**config.mk**
```make
export PLATFORM = sky130hd
export DESIGN_NAME = ais_hdlc_frame_encoder
export DESIGN_NICKNAME = d
export VERILOG_FILES = /design/src/ahfe_pkg.sv /design/src/ahfe_fifo.sv /design/src/ahfe_front.sv /design/src/ahfe_back.sv /design/src/ais_hdlc_frame_encoder.sv
export SDC_FILE = /design/constraint.sdc
export NUM_CORES = 1
export LEC_CHECK = 0
export BUFFER_PORTS_ARGS = -buffer_cell sky130_fd_sc_hd__buf_4
export CAP_MARGIN = 20
export CORE_AREA = 2 2 173 107
export DETAILED_ROUTE_END_ITERATION = 16
export DIE_AREA = 0 0 175 109
export GPL_TIMING_DRIVEN = 0
export HOLD_SLACK_MARGIN = 0.08
export PLACE_DENSITY_LB_ADDON = 0.1
export SYNTH_ARGS = -nofsm -noshare
export SYNTH_HDL_FRONTEND = slang
export SYNTH_SLANG_ARGS = --single-unit
```
**constraint.sdc**
```tcl
create_clock -name clk_i -period 4 [get_ports clk_i]
set_input_delay 0.6 -clock clk_i [delete_from_list [all_inputs] [get_ports clk_i]]
set_output_delay 0.6 -clock clk_i [all_outputs]
set_load 0.005 [all_outputs]
```
**src/ahfe_pkg.sv**
```systemverilog
package ahfe_pkg;

  localparam int unsigned FRAME_BITS_DEF = 256;
  localparam int unsigned IN_DEPTH = 4;
  localparam int unsigned OUT_DEPTH = 4;

  typedef struct packed {
    logic [7:0] data;
    logic       last;
    logic       sof;
  } in_item_t;

  typedef struct packed {
    logic [7:0] obyte;
    logic       last;
    logic       ovf;
  } out_item_t;

endpackage

```
**src/ahfe_fifo.sv**
```systemverilog
module ahfe_fifo #(
  parameter int unsigned WIDTH = 8,
  parameter int unsigned DEPTH = 4
) (
  input  logic             clk_i,
  input  logic             rst_ni,
  input  logic             wr_i,
  input  logic [WIDTH-1:0] wdata_i,
  output logic             full_o,
  input  logic             rd_i,
  output logic [WIDTH-1:0] rdata_o,
  output logic             empty_o
);

  localparam int unsigned PtrW = $clog2(DEPTH);
  localparam int unsigned CntW = $clog2(DEPTH + 1);

  logic [WIDTH-1:0] mem_q [DEPTH];
  logic [PtrW-1:0]  wr_ptr_q, rd_ptr_q;
  logic [CntW-1:0]  cnt_q, cnt_d;
  logic             wr_en, rd_en;

  assign full_o  = (cnt_q == CntW'(DEPTH));
  assign empty_o = (cnt_q == '0);
  assign wr_en   = wr_i & ~full_o;
  assign rd_en   = rd_i & ~empty_o;
  assign rdata_o = mem_q[rd_ptr_q];

  always_comb begin
    cnt_d = cnt_q;
    case ({wr_en, rd_en})
      2'b10:   cnt_d = cnt_q + CntW'(1);
      2'b01:   cnt_d = cnt_q - CntW'(1);
      default: cnt_d = cnt_q;
    endcase
  end

  always_ff @(posedge clk_i) begin
    if (wr_en) begin
      mem_q[wr_ptr_q] <= wdata_i;
    end
  end

  always_ff @(posedge clk_i or negedge rst_ni) begin
    if (!rst_ni) begin
      wr_ptr_q <= '0;
      rd_ptr_q <= '0;
      cnt_q    <= '0;
    end else begin
      if (wr_en) begin
        wr_ptr_q <= wr_ptr_q + PtrW'(1);
      end
      if (rd_en) begin
        rd_ptr_q <= rd_ptr_q + PtrW'(1);
      end
      cnt_q <= cnt_d;
    end
  end

endmodule

```
**src/ahfe_front.sv**
```systemverilog
module ahfe_front import ahfe_pkg::*; (
  input  logic       clk_i,
  input  logic       rst_ni,
  input  logic       push,
  input  logic [7:0] data_byte_i,
  input  logic       last_in_i,
  output logic       full,
  input  logic       rd_i,
  output in_item_t   item_o,
  output logic       empty_o
);

  logic     open_q;
  logic     acc;
  in_item_t wr_item;
  logic [$bits(in_item_t)-1:0] rdata;

  assign acc     = push & ~full;
  assign wr_item = '{data: data_byte_i, last: last_in_i, sof: ~open_q};
  assign item_o  = in_item_t'(rdata);

  always_ff @(posedge clk_i or negedge rst_ni) begin
    if (!rst_ni) begin
      open_q <= 1'b0;
    end else if (acc) begin
      open_q <= ~last_in_i;
    end
  end

  ahfe_fifo #(
    .WIDTH($bits(in_item_t)),
    .DEPTH(IN_DEPTH)
  ) u_inq (
    .clk_i  (clk_i),
    .rst_ni (rst_ni),
    .wr_i   (push),
    .wdata_i(wr_item),
    .full_o (full),
    .rd_i   (rd_i),
    .rdata_o(rdata),
    .empty_o(empty_o)
  );

endmodule

```
**src/ahfe_back.sv**
```systemverilog
module ahfe_back import ahfe_pkg::*; #(
  parameter int unsigned FRAME_BITS = FRAME_BITS_DEF
) (
  input  logic      clk_i,
  input  logic      rst_ni,
  input  logic      in_empty_i,
  input  in_item_t  in_item_i,
  output logic      in_rd_o,
  input  logic      out_full_i,
  output logic      out_wr_o,
  output out_item_t out_item_o
);

  localparam int unsigned BitsW = $clog2(FRAME_BITS + 1);
  localparam logic [15:0] CrcPoly = 16'h1021;
  localparam logic [15:0] CrcInit = 16'hFFFF;
  localparam logic [31:0] HdrWord = 32'h5555_557E;
  localparam logic [7:0]  FlagWord = 8'h7E;

  typedef enum logic [6:0] {
    S_IDLE  = 7'b0000001,
    S_RAMP  = 7'b0000010,
    S_HDR   = 7'b0000100,
    S_DATA  = 7'b0001000,
    S_FCS   = 7'b0010000,
    S_CLOSE = 7'b0100000,
    S_END   = 7'b1000000
  } bstate_e;

  bstate_e          state_q, state_d;
  logic [4:0]       cnt_q, cnt_d;
  logic [7:0]       data_q, data_d;
  logic             last_q, last_d;
  logic             stuff_q, stuff_d;
  logic [2:0]       ones_q, ones_d;
  logic             lvl_q, lvl_d;
  logic [BitsW-1:0] bits_q, bits_d;
  logic [7:0]       shift_q, shift_d;
  logic [2:0]       pcnt_q, pcnt_d;
  logic             trunc_q, trunc_d;
  logic [15:0]      crc_q, crc_d;
  logic [7:0]       pend_q, pend_d;
  logic             pend_v_q, pend_v_d;

  logic       snd, coded, bitv, stf, crc_en, step, byte_done, frame_clr;
  logic       lvl_n, line_bit;
  logic [7:0] byte_w;

  always_comb begin
    state_d    = state_q;
    cnt_d      = cnt_q;
    data_d     = data_q;
    last_d     = last_q;
    stuff_d    = stuff_q;
    ones_d     = ones_q;
    lvl_d      = lvl_q;
    bits_d     = bits_q;
    shift_d    = shift_q;
    pcnt_d     = pcnt_q;
    trunc_d    = trunc_q;
    crc_d      = crc_q;
    pend_d     = pend_q;
    pend_v_d   = pend_v_q;
    in_rd_o    = 1'b0;
    out_wr_o   = 1'b0;
    out_item_o = '{obyte: pend_q, last: 1'b0, ovf: 1'b0};
    snd        = 1'b0;
    coded      = 1'b0;
    bitv       = 1'b0;
    stf        = 1'b0;
    crc_en     = 1'b0;
    step       = 1'b0;
    byte_done  = 1'b0;
    frame_clr  = 1'b0;
    lvl_n      = lvl_q;
    line_bit   = 1'b0;
    byte_w     = '0;

    if (!out_full_i) begin
      unique case (state_q)
        S_IDLE: begin
          if (!in_empty_i) begin
            in_rd_o = 1'b1;
            data_d  = in_item_i.data;
            last_d  = in_item_i.last;
            cnt_d   = '0;
            state_d = in_item_i.sof ? S_RAMP : S_DATA;
          end
        end
        S_RAMP: begin
          snd = 1'b1;
        end
        S_HDR: begin
          snd   = 1'b1;
          coded = 1'b1;
          bitv  = HdrWord[~cnt_q];
        end
        S_DATA: begin
          snd    = 1'b1;
          coded  = 1'b1;
          stf    = 1'b1;
          crc_en = ~stuff_q;
          bitv   = ~stuff_q & data_q[cnt_q[2:0]];
        end
        S_FCS: begin
          snd   = 1'b1;
          coded = 1'b1;
          stf   = 1'b1;
          bitv  = ~stuff_q & ~crc_q[~cnt_q[3:0]];
        end
        S_CLOSE: begin
          snd   = 1'b1;
          coded = 1'b1;
          bitv  = FlagWord[~cnt_q[2:0]];
        end
        S_END: begin
          if (pcnt_q != '0) begin
            if (pend_v_q) begin
              out_wr_o   = 1'b1;
              out_item_o = '{obyte: pend_q, last: 1'b0, ovf: 1'b0};
              pend_v_d   = 1'b0;
            end else begin
              lvl_d  = ~lvl_q;
              byte_w = {shift_q[6:0], ~lvl_q};
              if (pcnt_q == 3'd7) begin
                out_wr_o   = 1'b1;
                out_item_o = '{obyte: byte_w, last: 1'b1, ovf: trunc_q};
                frame_clr  = 1'b1;
              end else begin
                shift_d = byte_w;
                pcnt_d  = pcnt_q + 3'd1;
              end
            end
          end else begin
            out_wr_o   = 1'b1;
            out_item_o = '{obyte: pend_v_q ? pend_q : 8'h00, last: 1'b1, ovf: trunc_q};
            frame_clr  = 1'b1;
          end
        end
        default: state_d = S_IDLE;
      endcase
    end

    if (crc_en) begin
      crc_d = {crc_q[14:0], 1'b0} ^ ((crc_q[15] ^ bitv) ? CrcPoly : 16'h0000);
    end

    if (stf) begin
      if (stuff_q) begin
        stuff_d = 1'b0;
        step    = 1'b1;
      end else if (bitv) begin
        if (ones_q == 3'd4) begin
          stuff_d = 1'b1;
          ones_d  = '0;
        end else begin
          ones_d = ones_q + 3'd1;
          step   = 1'b1;
        end
      end else begin
        ones_d = '0;
        step   = 1'b1;
      end
    end else if (snd) begin
      step = 1'b1;
    end

    if (snd) begin
      lvl_n    = coded ? (bitv ? lvl_q : ~lvl_q) : lvl_q;
      lvl_d    = lvl_n;
      line_bit = coded & lvl_n;
      if (bits_q == BitsW'(FRAME_BITS)) begin
        trunc_d = 1'b1;
      end else begin
        bits_d = bits_q + BitsW'(1);
        byte_w = {shift_q[6:0], line_bit};
        if (pcnt_q == 3'd7) begin
          byte_done = 1'b1;
          shift_d   = '0;
          pcnt_d    = '0;
        end else begin
          shift_d = byte_w;
          pcnt_d  = pcnt_q + 3'd1;
        end
      end
    end

    if (byte_done) begin
      if (last_q) begin
        if (pend_v_q) begin
          out_wr_o   = 1'b1;
          out_item_o = '{obyte: pend_q, last: 1'b0, ovf: 1'b0};
        end
        pend_d   = byte_w;
        pend_v_d = 1'b1;
      end else begin
        out_wr_o   = 1'b1;
        out_item_o = '{obyte: byte_w, last: 1'b0, ovf: 1'b0};
      end
    end

    if (step) begin
      cnt_d = cnt_q + 5'd1;
      unique case (state_q)
        S_RAMP: begin
          if (cnt_q == 5'd7) begin
            state_d = S_HDR;
            cnt_d   = '0;
          end
        end
        S_HDR: begin
          if (cnt_q == 5'd31) begin
            state_d = S_DATA;
            cnt_d   = '0;
          end
        end
        S_DATA: begin
          if (cnt_q == 5'd7) begin
            state_d = last_q ? S_FCS : S_IDLE;
            cnt_d   = '0;
          end
        end
        S_FCS: begin
          if (cnt_q == 5'd15) begin
            state_d = S_CLOSE;
            cnt_d   = '0;
          end
        end
        S_CLOSE: begin
          if (cnt_q == 5'd7) begin
            state_d = S_END;
            cnt_d   = '0;
          end
        end
        default: cnt_d = cnt_q;
      endcase
    end

    if (frame_clr) begin
      state_d  = S_IDLE;
      stuff_d  = 1'b0;
      ones_d   = '0;
      lvl_d    = 1'b0;
      bits_d   = '0;
      shift_d  = '0;
      pcnt_d   = '0;
      trunc_d  = 1'b0;
      crc_d    = CrcInit;
      pend_v_d = 1'b0;
    end
  end

  always_ff @(posedge clk_i) begin
    data_q <= data_d;
    last_q <= last_d;
    pend_q <= pend_d;
  end

  always_ff @(posedge clk_i or negedge rst_ni) begin
    if (!rst_ni) begin
      state_q  <= S_IDLE;
      cnt_q    <= '0;
      stuff_q  <= 1'b0;
      ones_q   <= '0;
      lvl_q    <= 1'b0;
      bits_q   <= '0;
      shift_q  <= '0;
      pcnt_q   <= '0;
      trunc_q  <= 1'b0;
      crc_q    <= CrcInit;
      pend_v_q <= 1'b0;
    end else begin
      state_q  <= state_d;
      cnt_q    <= cnt_d;
      stuff_q  <= stuff_d;
      ones_q   <= ones_d;
      lvl_q    <= lvl_d;
      bits_q   <= bits_d;
      shift_q  <= shift_d;
      pcnt_q   <= pcnt_d;
      trunc_q  <= trunc_d;
      crc_q    <= crc_d;
      pend_v_q <= pend_v_d;
    end
  end

endmodule

```
**src/ais_hdlc_frame_encoder.sv**
```systemverilog
// Builds an AIS-style HDLC transmit burst from message bytes and returns the line bits packed
// eight to a byte, first bit in bit 7. Push one payload byte per item, last_in_i on the final
// one; the frame's ramp, training bits, flags, CRC and bit stuffing are added here, and every
// bit after the ramp is NRZI coded. A bit-serial sequencer sends one line bit per clock while the
// output queue is not full; each item is first fetched from the input queue in a step that sends
// no bit. The first byte of a frame also brings 8 ramp and 32 header bits, and the final byte 16
// CRC bits with up to 4 stuffed zeros, the closing flag, padding and the flush of the held final
// byte. A four-item input queue and a four-item output queue let the producer and the consumer
// stall independently; the sequencer pauses while the output queue is full. Frames longer than
// FRAME_BITS line bits are cut off and their final byte has overflow_o set.
module ais_hdlc_frame_encoder import ahfe_pkg::*; #(
  parameter int unsigned FRAME_BITS = FRAME_BITS_DEF
) (
  input  logic       clk_i,
  input  logic       rst_ni,
  input  logic       push,
  output logic       full,
  input  logic [7:0] data_byte_i,
  input  logic       last_in_i,
  output logic       empty,
  input  logic       pop,
  output logic [7:0] out_byte_o,
  output logic       last_out_o,
  output logic       overflow_o
);

  in_item_t  fe_item;
  logic      fe_empty, fe_rd;
  out_item_t be_item, oq_item;
  logic      be_wr, oq_full;
  logic [$bits(out_item_t)-1:0] oq_rdata;

  assign oq_item    = out_item_t'(oq_rdata);
  assign out_byte_o = oq_item.obyte;
  assign last_out_o = oq_item.last;
  assign overflow_o = oq_item.ovf;

  ahfe_front u_front (
    .clk_i      (clk_i),
    .rst_ni     (rst_ni),
    .push       (push),
    .data_byte_i(data_byte_i),
    .last_in_i  (last_in_i),
    .full       (full),
    .rd_i       (fe_rd),
    .item_o     (fe_item),
    .empty_o    (fe_empty)
  );

  ahfe_back #(
    .FRAME_BITS(FRAME_BITS)
  ) u_back (
    .clk_i     (clk_i),
    .rst_ni    (rst_ni),
    .in_empty_i(fe_empty),
    .in_item_i (fe_item),
    .in_rd_o   (fe_rd),
    .out_full_i(oq_full),
    .out_wr_o  (be_wr),
    .out_item_o(be_item)
  );

  ahfe_fifo #(
    .WIDTH($bits(out_item_t)),
    .DEPTH(OUT_DEPTH)
  ) u_outq (
    .clk_i  (clk_i),
    .rst_ni (rst_ni),
    .wr_i   (be_wr),
    .wdata_i(be_item),
    .full_o (oq_full),
    .rd_i   (pop),
    .rdata_o(oq_rdata),
    .empty_o(empty)
  );

endmodule

```
==> qor.csv, run 1 <==
metric,value,unit
run_status,"complete, no violations",
cts_tree,built,
ant_nets,0,
fp.coreArea,0.0176,mm^2
synth.most_common_cell,edfxtp_1,
final_area,0.00888,mm^2
post_cts_buffers,0,
yosysTopAreaCell,edfxtp_1,
drive_above_1_share,0.205,
cp-end-kind,register,
grt_pass1_vias,4763,
min_path_type,input pin to async pin,
rsz0062_at_grt,no,
grt_overflow,0,
die_area,0.0191,mm^2
synth.distinct_cells,73,
relSlewSlack,0.316,
cpMaxStageDelayCell,or4b_2,
path_class,register to register,
ios,25,
synth_seq_cells,166,
wirelength,16100,um
num_rows,38,
initial_core_util,0.442,
cp_cell_sequence,or4_1 -> or4b_2 -> nor2_1 -> o21ai_1 -> inv_1 -> ha_1 -> inv_1 -> fa_1 -> xor2_1 -> nor2_1 -> xor2_1,
ys_seq_area_frac,0.598,
worst_ep_arrival_time,4100,ps
dpl.hpwl,11400,um
synth_area,0.00779,mm^2
syn_nets,625,
track_usage,0.184,
syn_area_per_cell,13.3,um^2
finalHoldViolations,0,
setup_viol,0,
die_w,175,um
netlist_instances,586,
synthFlopType,edfxtp_1,
grt_antenna_before_repair,0,
die_h,109,um
skew,7.76,ps
gp_congestion,0.841,
wl_per_cell,18.3,um
required,4350,ps
route.detailed.drc,0,
fin_nets,669,
clk-insertion-delay-late,430,ps
max_stage_delay,670,ps
dr.pass1.iters,5,
async_flop_share,0.416,
num_vias,4827,
p_leak,3.36,nW
synth_common_cells,"edfxtp_1, nand2_1, dfrtp_1",
synth.top_cell.area_share,0.374,
clock-sinks,166,
htreeDepth,4,
area_growth_syn_to_layout,14.0,%
antenna_cells,0,
start_kind,register,
place_area,0.00827,mm^2
grt_max_degree,70,
cts_root_buf,clkbuf_16,
cts_resized,0,
via_per_inst,5.47,
tightest_slew,1020,ps
clk_pin_slew,70,ps
numCtsBuffers,17,
cts.path.max_buffers,2,
setup_tns,0,ps
power,0.00602,W
critPathMaxFanout,6,
slew_violations,0,
fill_cells,1464,
synth_edf_count,97,
max-vdd-ir-drop,0.000329,V
period_needed,3740,ps
timing.max_cap.violations,0,
ys_top_cells_by_area,"edfxtp_1, dfrtp_1, mux4_2",
fmaxAchievable,267,MHz
powerDensity,678,mW/mm^2
drt_iter0_drc,500,
synth-warning-count,0,
grt_pass1_wl,26300,um
port_buffers,24,
holdBufCountCts,0,
period_share,0.936,
[where the power goes]
group	switching [W]	internal [W]
logic	0.00100	0.000828
clock network	0.000771	0.000898
registers	0.000258	0.00226
total	0.00203	0.00399
[cells by family after synthesis]
kind of cell             share of synthesized area
adder cells (fa/ha/maj)                     0.0437
AO/OA/AOI/OAI                               0.0948
multiplexers                                0.0806
XOR/XNOR                                    0.0283
flip-flops                                   0.598
AND/OR/NAND/NOR                              0.125
buffers and inverters                       0.0292
[worst max-delay path: cells and delay by family, from the launching register on]
kind | cells | cell delay [ps]
adder cells (fa/ha/maj) | 2 | 680
XOR/XNOR | 2 | 300
AND/OR/NAND/NOR | 4 | 1550
buffers and inverters | 2 | 410
AO/OA/AOI/OAI | 1 | 260
flip-flops | 1 | 470
[state kept, by name, summed over array words and instances, names as in the netlist, 3 cells and up]
register,flops
u_back.state_q,7
u_outq.mem_q,40
u_front.u_inq.cnt_q,3
u_back.data_q,8
u_outq.cnt_q,3
u_back.pend_q,8
u_back.crc_q,16
u_back.ones_q,3
u_front.u_inq.mem_q,40
u_back.shift_q,7
u_back.bits_q,9
u_back.pcnt_q,3
u_back.cnt_q,5
[through the flow]
step                      worst slack (ps)  instances  utilization  hold slack (ps)
after floorplan                        830        586            -              304
after global placement                 348        850        0.469              447
after detailed placement               339        851        0.469              456
after CTS                              317        883        0.504              325
after global routing                   138        883        0.504              345
final                                  257        883        0.504              299
[cell type report]
class	instances	area (um^2)	area share
multi-input combinational	363	2900	0.327
buffer	19	85.1	0.00958
clock buffer	17	425	0.0479
inverter	38	143	0.0161
timing repair buffer	25	185	0.0208
sequential	166	4660	0.525
clock inverter	15	183	0.0206
tap	240	300	0.0338
[layer usage]
metal,share of wire,up-vias,global-route usage
met5,0,-,0
met4,0.012,0,0.0613
met3,0.035,18,0.0411
met2,0.39,83,0.242
met1,0.56,2474,0.295
li1,-,2252,-
[cells in the final DEF, fill, tap and decap left out, types with 10 or more instances in the layout]
cell type / Yosys / final
mux4_2: 25 / 25
clkbuf_16: 0 / 17
nand2_1: 62 / 62
nor2_1: 34 / 34
ha_1: 24 / 24
a21oi_1: 15 / 15
buf_4: 1 / 25
inv_1: 38 / 38
a22o_1: 15 / 15
edfxtp_1: 97 / 97
dfstp_2: 17 / 17
clkbuf_1: 13 / 13
xnor2_1: 10 / 10
nor2b_1: 15 / 15
nor3_1: 11 / 11
xor2_1: 10 / 10
dfrtp_1: 52 / 52
o21ai_0: 30 / 30
[final timing paths]
path	startpoint	to	slack (ps)	cells after the start
worst max-delay path	u_back.state_q[6]	u_front.u_inq.cnt_q[2]	260	11
worst min-delay path	rst_ni	u_back.state_q[2]	300	1
worst max register to register	u_back.state_q[6]	u_front.u_inq.cnt_q[2]	260	11
worst min register to register	u_back.crc_q[12]	u_back.crc_q[13]	470	2
max in group asynchronous	rst_ni	u_front.u_inq.cnt_q[1]	3110	1
min in group clk_i	data_byte_i[0]	u_front.u_inq.mem_q[3][2]	360	1
Power figures use the tool's default switching activity.
==> run 2: changes to the inputs <==
REMOVE_ABC_BUFFERS = 1   (was unset)
==> run 2 against run 1 <==
Compared with the run above: register-to-register slack hardly changed; clock skew rose by 0.55 ps; via count decreased by 2.1%; combinational power fell by 11%; clock-buffer cell count unchanged; die area unchanged; non-clock buffer count shrank 17; critical path depth rose by 2; clock power fell by 4%; sequential power up 6%; design area down 0.93%; critical path type unchanged.
==> qor.csv, run 2 (synthesized netlist as in run 1, its figures left out) <==
metric,value,unit
cp-end-kind,register,
seq_power_share,0.451,
post_cts_buffers,0,
fin_nets,652,
wl_per_cell,17.9,um
cpMaxStageDelayCell,or4_1,
run_status,"complete, no violations",
dr.pass1.iters,5,
die_h,109,um
initial_core_util,0.442,
min_path_type,input pin to async pin,
gp_congestion,0.794,
ios,25,
fin_ws,262,ps
port_buffers,24,
num_rows,38,
ant_nets,0,
cp_cell_sequence,or4_1 -> or3_4 -> a41oi_4 -> nor2b_4 -> o21ai_2 -> a21oi_4 -> inv_1 -> ha_1 -> inv_1 -> fa_1 -> xor2_1 -> nor2_1 -> xor2_1,
clk_pin_slew,70,ps
powerDensity,670,mW/mm^2
layout_common_cells,"edfxtp_1, nand2_1, dfrtp_1",
final_core_util,0.499,
clock-sinks,166,
route.detailed.drc,0,
critPathMaxFanout,10,
finalHoldViolations,0,
p_leak,3.32,nW
die_area,0.0191,mm^2
grt_pass1_vias,4700,
num_vias,4726,
max_stage_delay,600,ps
power,0.00590,W
wirelength,15500,um
grt_pass1_wl,25400,um
cts_tree,built,
start_kind,register,
max-vdd-ir-drop,0.000310,V
whs,258,ps
die_w,175,um
grt_antenna_before_repair,0,
grt_max_degree,70,
final_common_cell,edfxtp_1,
r2r-start,u_back.state_q[6],
antenna_cells,0,
required,4320,ps
fmaxAchievable,268,MHz
switchingPower,0.00196,W
fp.coreArea,0.0176,mm^2
rr_worst_depth,13,
worst_ep_arrival_time,4060,ps
area_growth_syn_to_layout,13.0,%
tightest_slew,926,ps
cell_internal_pwr,0.00394,W
grt_overflow,0,
track_usage,0.178,
cts.path.max_buffers,2,
htreeDepth,4,
clkPwrFrac,0.272,
r2r_slack,260,ps
period_needed,3740,ps
dp_slack,-126,ps
r2r-end,u_outq.cnt_q[2],
slew_violations,0,
setup_viol,0,
dpl.hpwl,10600,um
drt_iter0_drc,390,
numCtsBuffers,17,
relSlewSlack,0.381,
period_share,0.935,
top_regs,"u_front.u_inq.mem_q (40), u_outq.mem_q (40), u_back.crc_q (16)",
via_per_inst,5.46,
holdBufCountCts,0,
drive_above_1_share,0.208,
cts_root_buf,clkbuf_16,
clk-insertion-delay-late,430,ps
timing.max_cap.violations,0,
rsz0062_at_grt,no,
skew,8.31,ps
path_class,register to register,
combinationalPowerShare,0.277,
netSwitchingFraction,0.332,
-- run 2: changes by cell type in the layout (fill, tap and decap cells not counted), moves of 2 or more --
cell | before | now
buf_1 | 2 | 0
buf_2 | 3 | 0
clkbuf_1 | 13 | 0
clkinv_1 | 0 | 3
clkinv_4 | 1 | 3
clkinv_8 | 3 | 1
inv_8 | 4 | 1
-- run 2: worst max-delay path, delay by kind of cell, from the launching register on --
family,cells,cell delay [ps]
flops,1,460
compound gates,3,800
buf+inv,2,190
simple gates,4,1480
xor+xnor,2,280
fa+ha+maj,2,400
-- run 2: area by class of cell --
class	instances	area [um^2]
Tap cell	240	300
Inverter	38	143
Clock buffer	17	425
Sequential cell	166	4660
Timing Repair Buffer	27	204
Multi-Input combinational cell	363	2920
Clock inverter	15	146
Fill cell	1487	8840
-- run 2: worst max-delay path by stage --
stage,to,slack (ps),start
finish,u_outq.cnt_q[2],260,u_back.state_q[6]
global route,u_outq.cnt_q[2],80,u_back.state_q[6]
CTS,u_outq.cnt_q[2],110,u_back.state_q[6]
detailed placement,u_outq.cnt_q[2],-130,u_back.state_q[6]
global placement,u_back.pcnt_q[1],-550,u_back.state_q[5]
floorplan,u_outq.cnt_q[2],580,u_back.state_q[5]
-- run 2: routing by layer --
metal / vias up / part of all wire / track usage
met1: 2411 / 0.54 / 0.274
met4: 0 / 0.0074 / 0.0464
li1: 2212 / - / -
met2: 92 / 0.41 / 0.244
met3: 11 / 0.047 / 0.0502
met5: - / 0 / 0
-- run 2: timing repair --
item | in CTS | in global routing
pin swaps | 0 | 0
setup endpoints to repair | 2 | 2
gates resized for setup | 1 | 1
-- run 2: power groups by stage --
stage          clock, W  sequential (W)  combinational, W
4_1_cts         0.00162         0.00266           0.00165
3_3_place_gp          0         0.00267           0.00159
3_5_place_dp          0         0.00269           0.00164
2_1_floorplan         0         0.00255           0.00122
5_1_grt         0.00171         0.00272           0.00184
6_report        0.00160         0.00266           0.00163
-- run 2: metrics by stage --
stage / TNS, ps / cell area [um^2] / instances
CTS: 0 / 8780 / 864
floorplan: 0 / 7700 / 567
global route: 0 / 8800 / 866
detailed placement: -227 / 8210 / 832
global placement: -3880 / 8180 / 831
finish: 0 / 8800 / 866
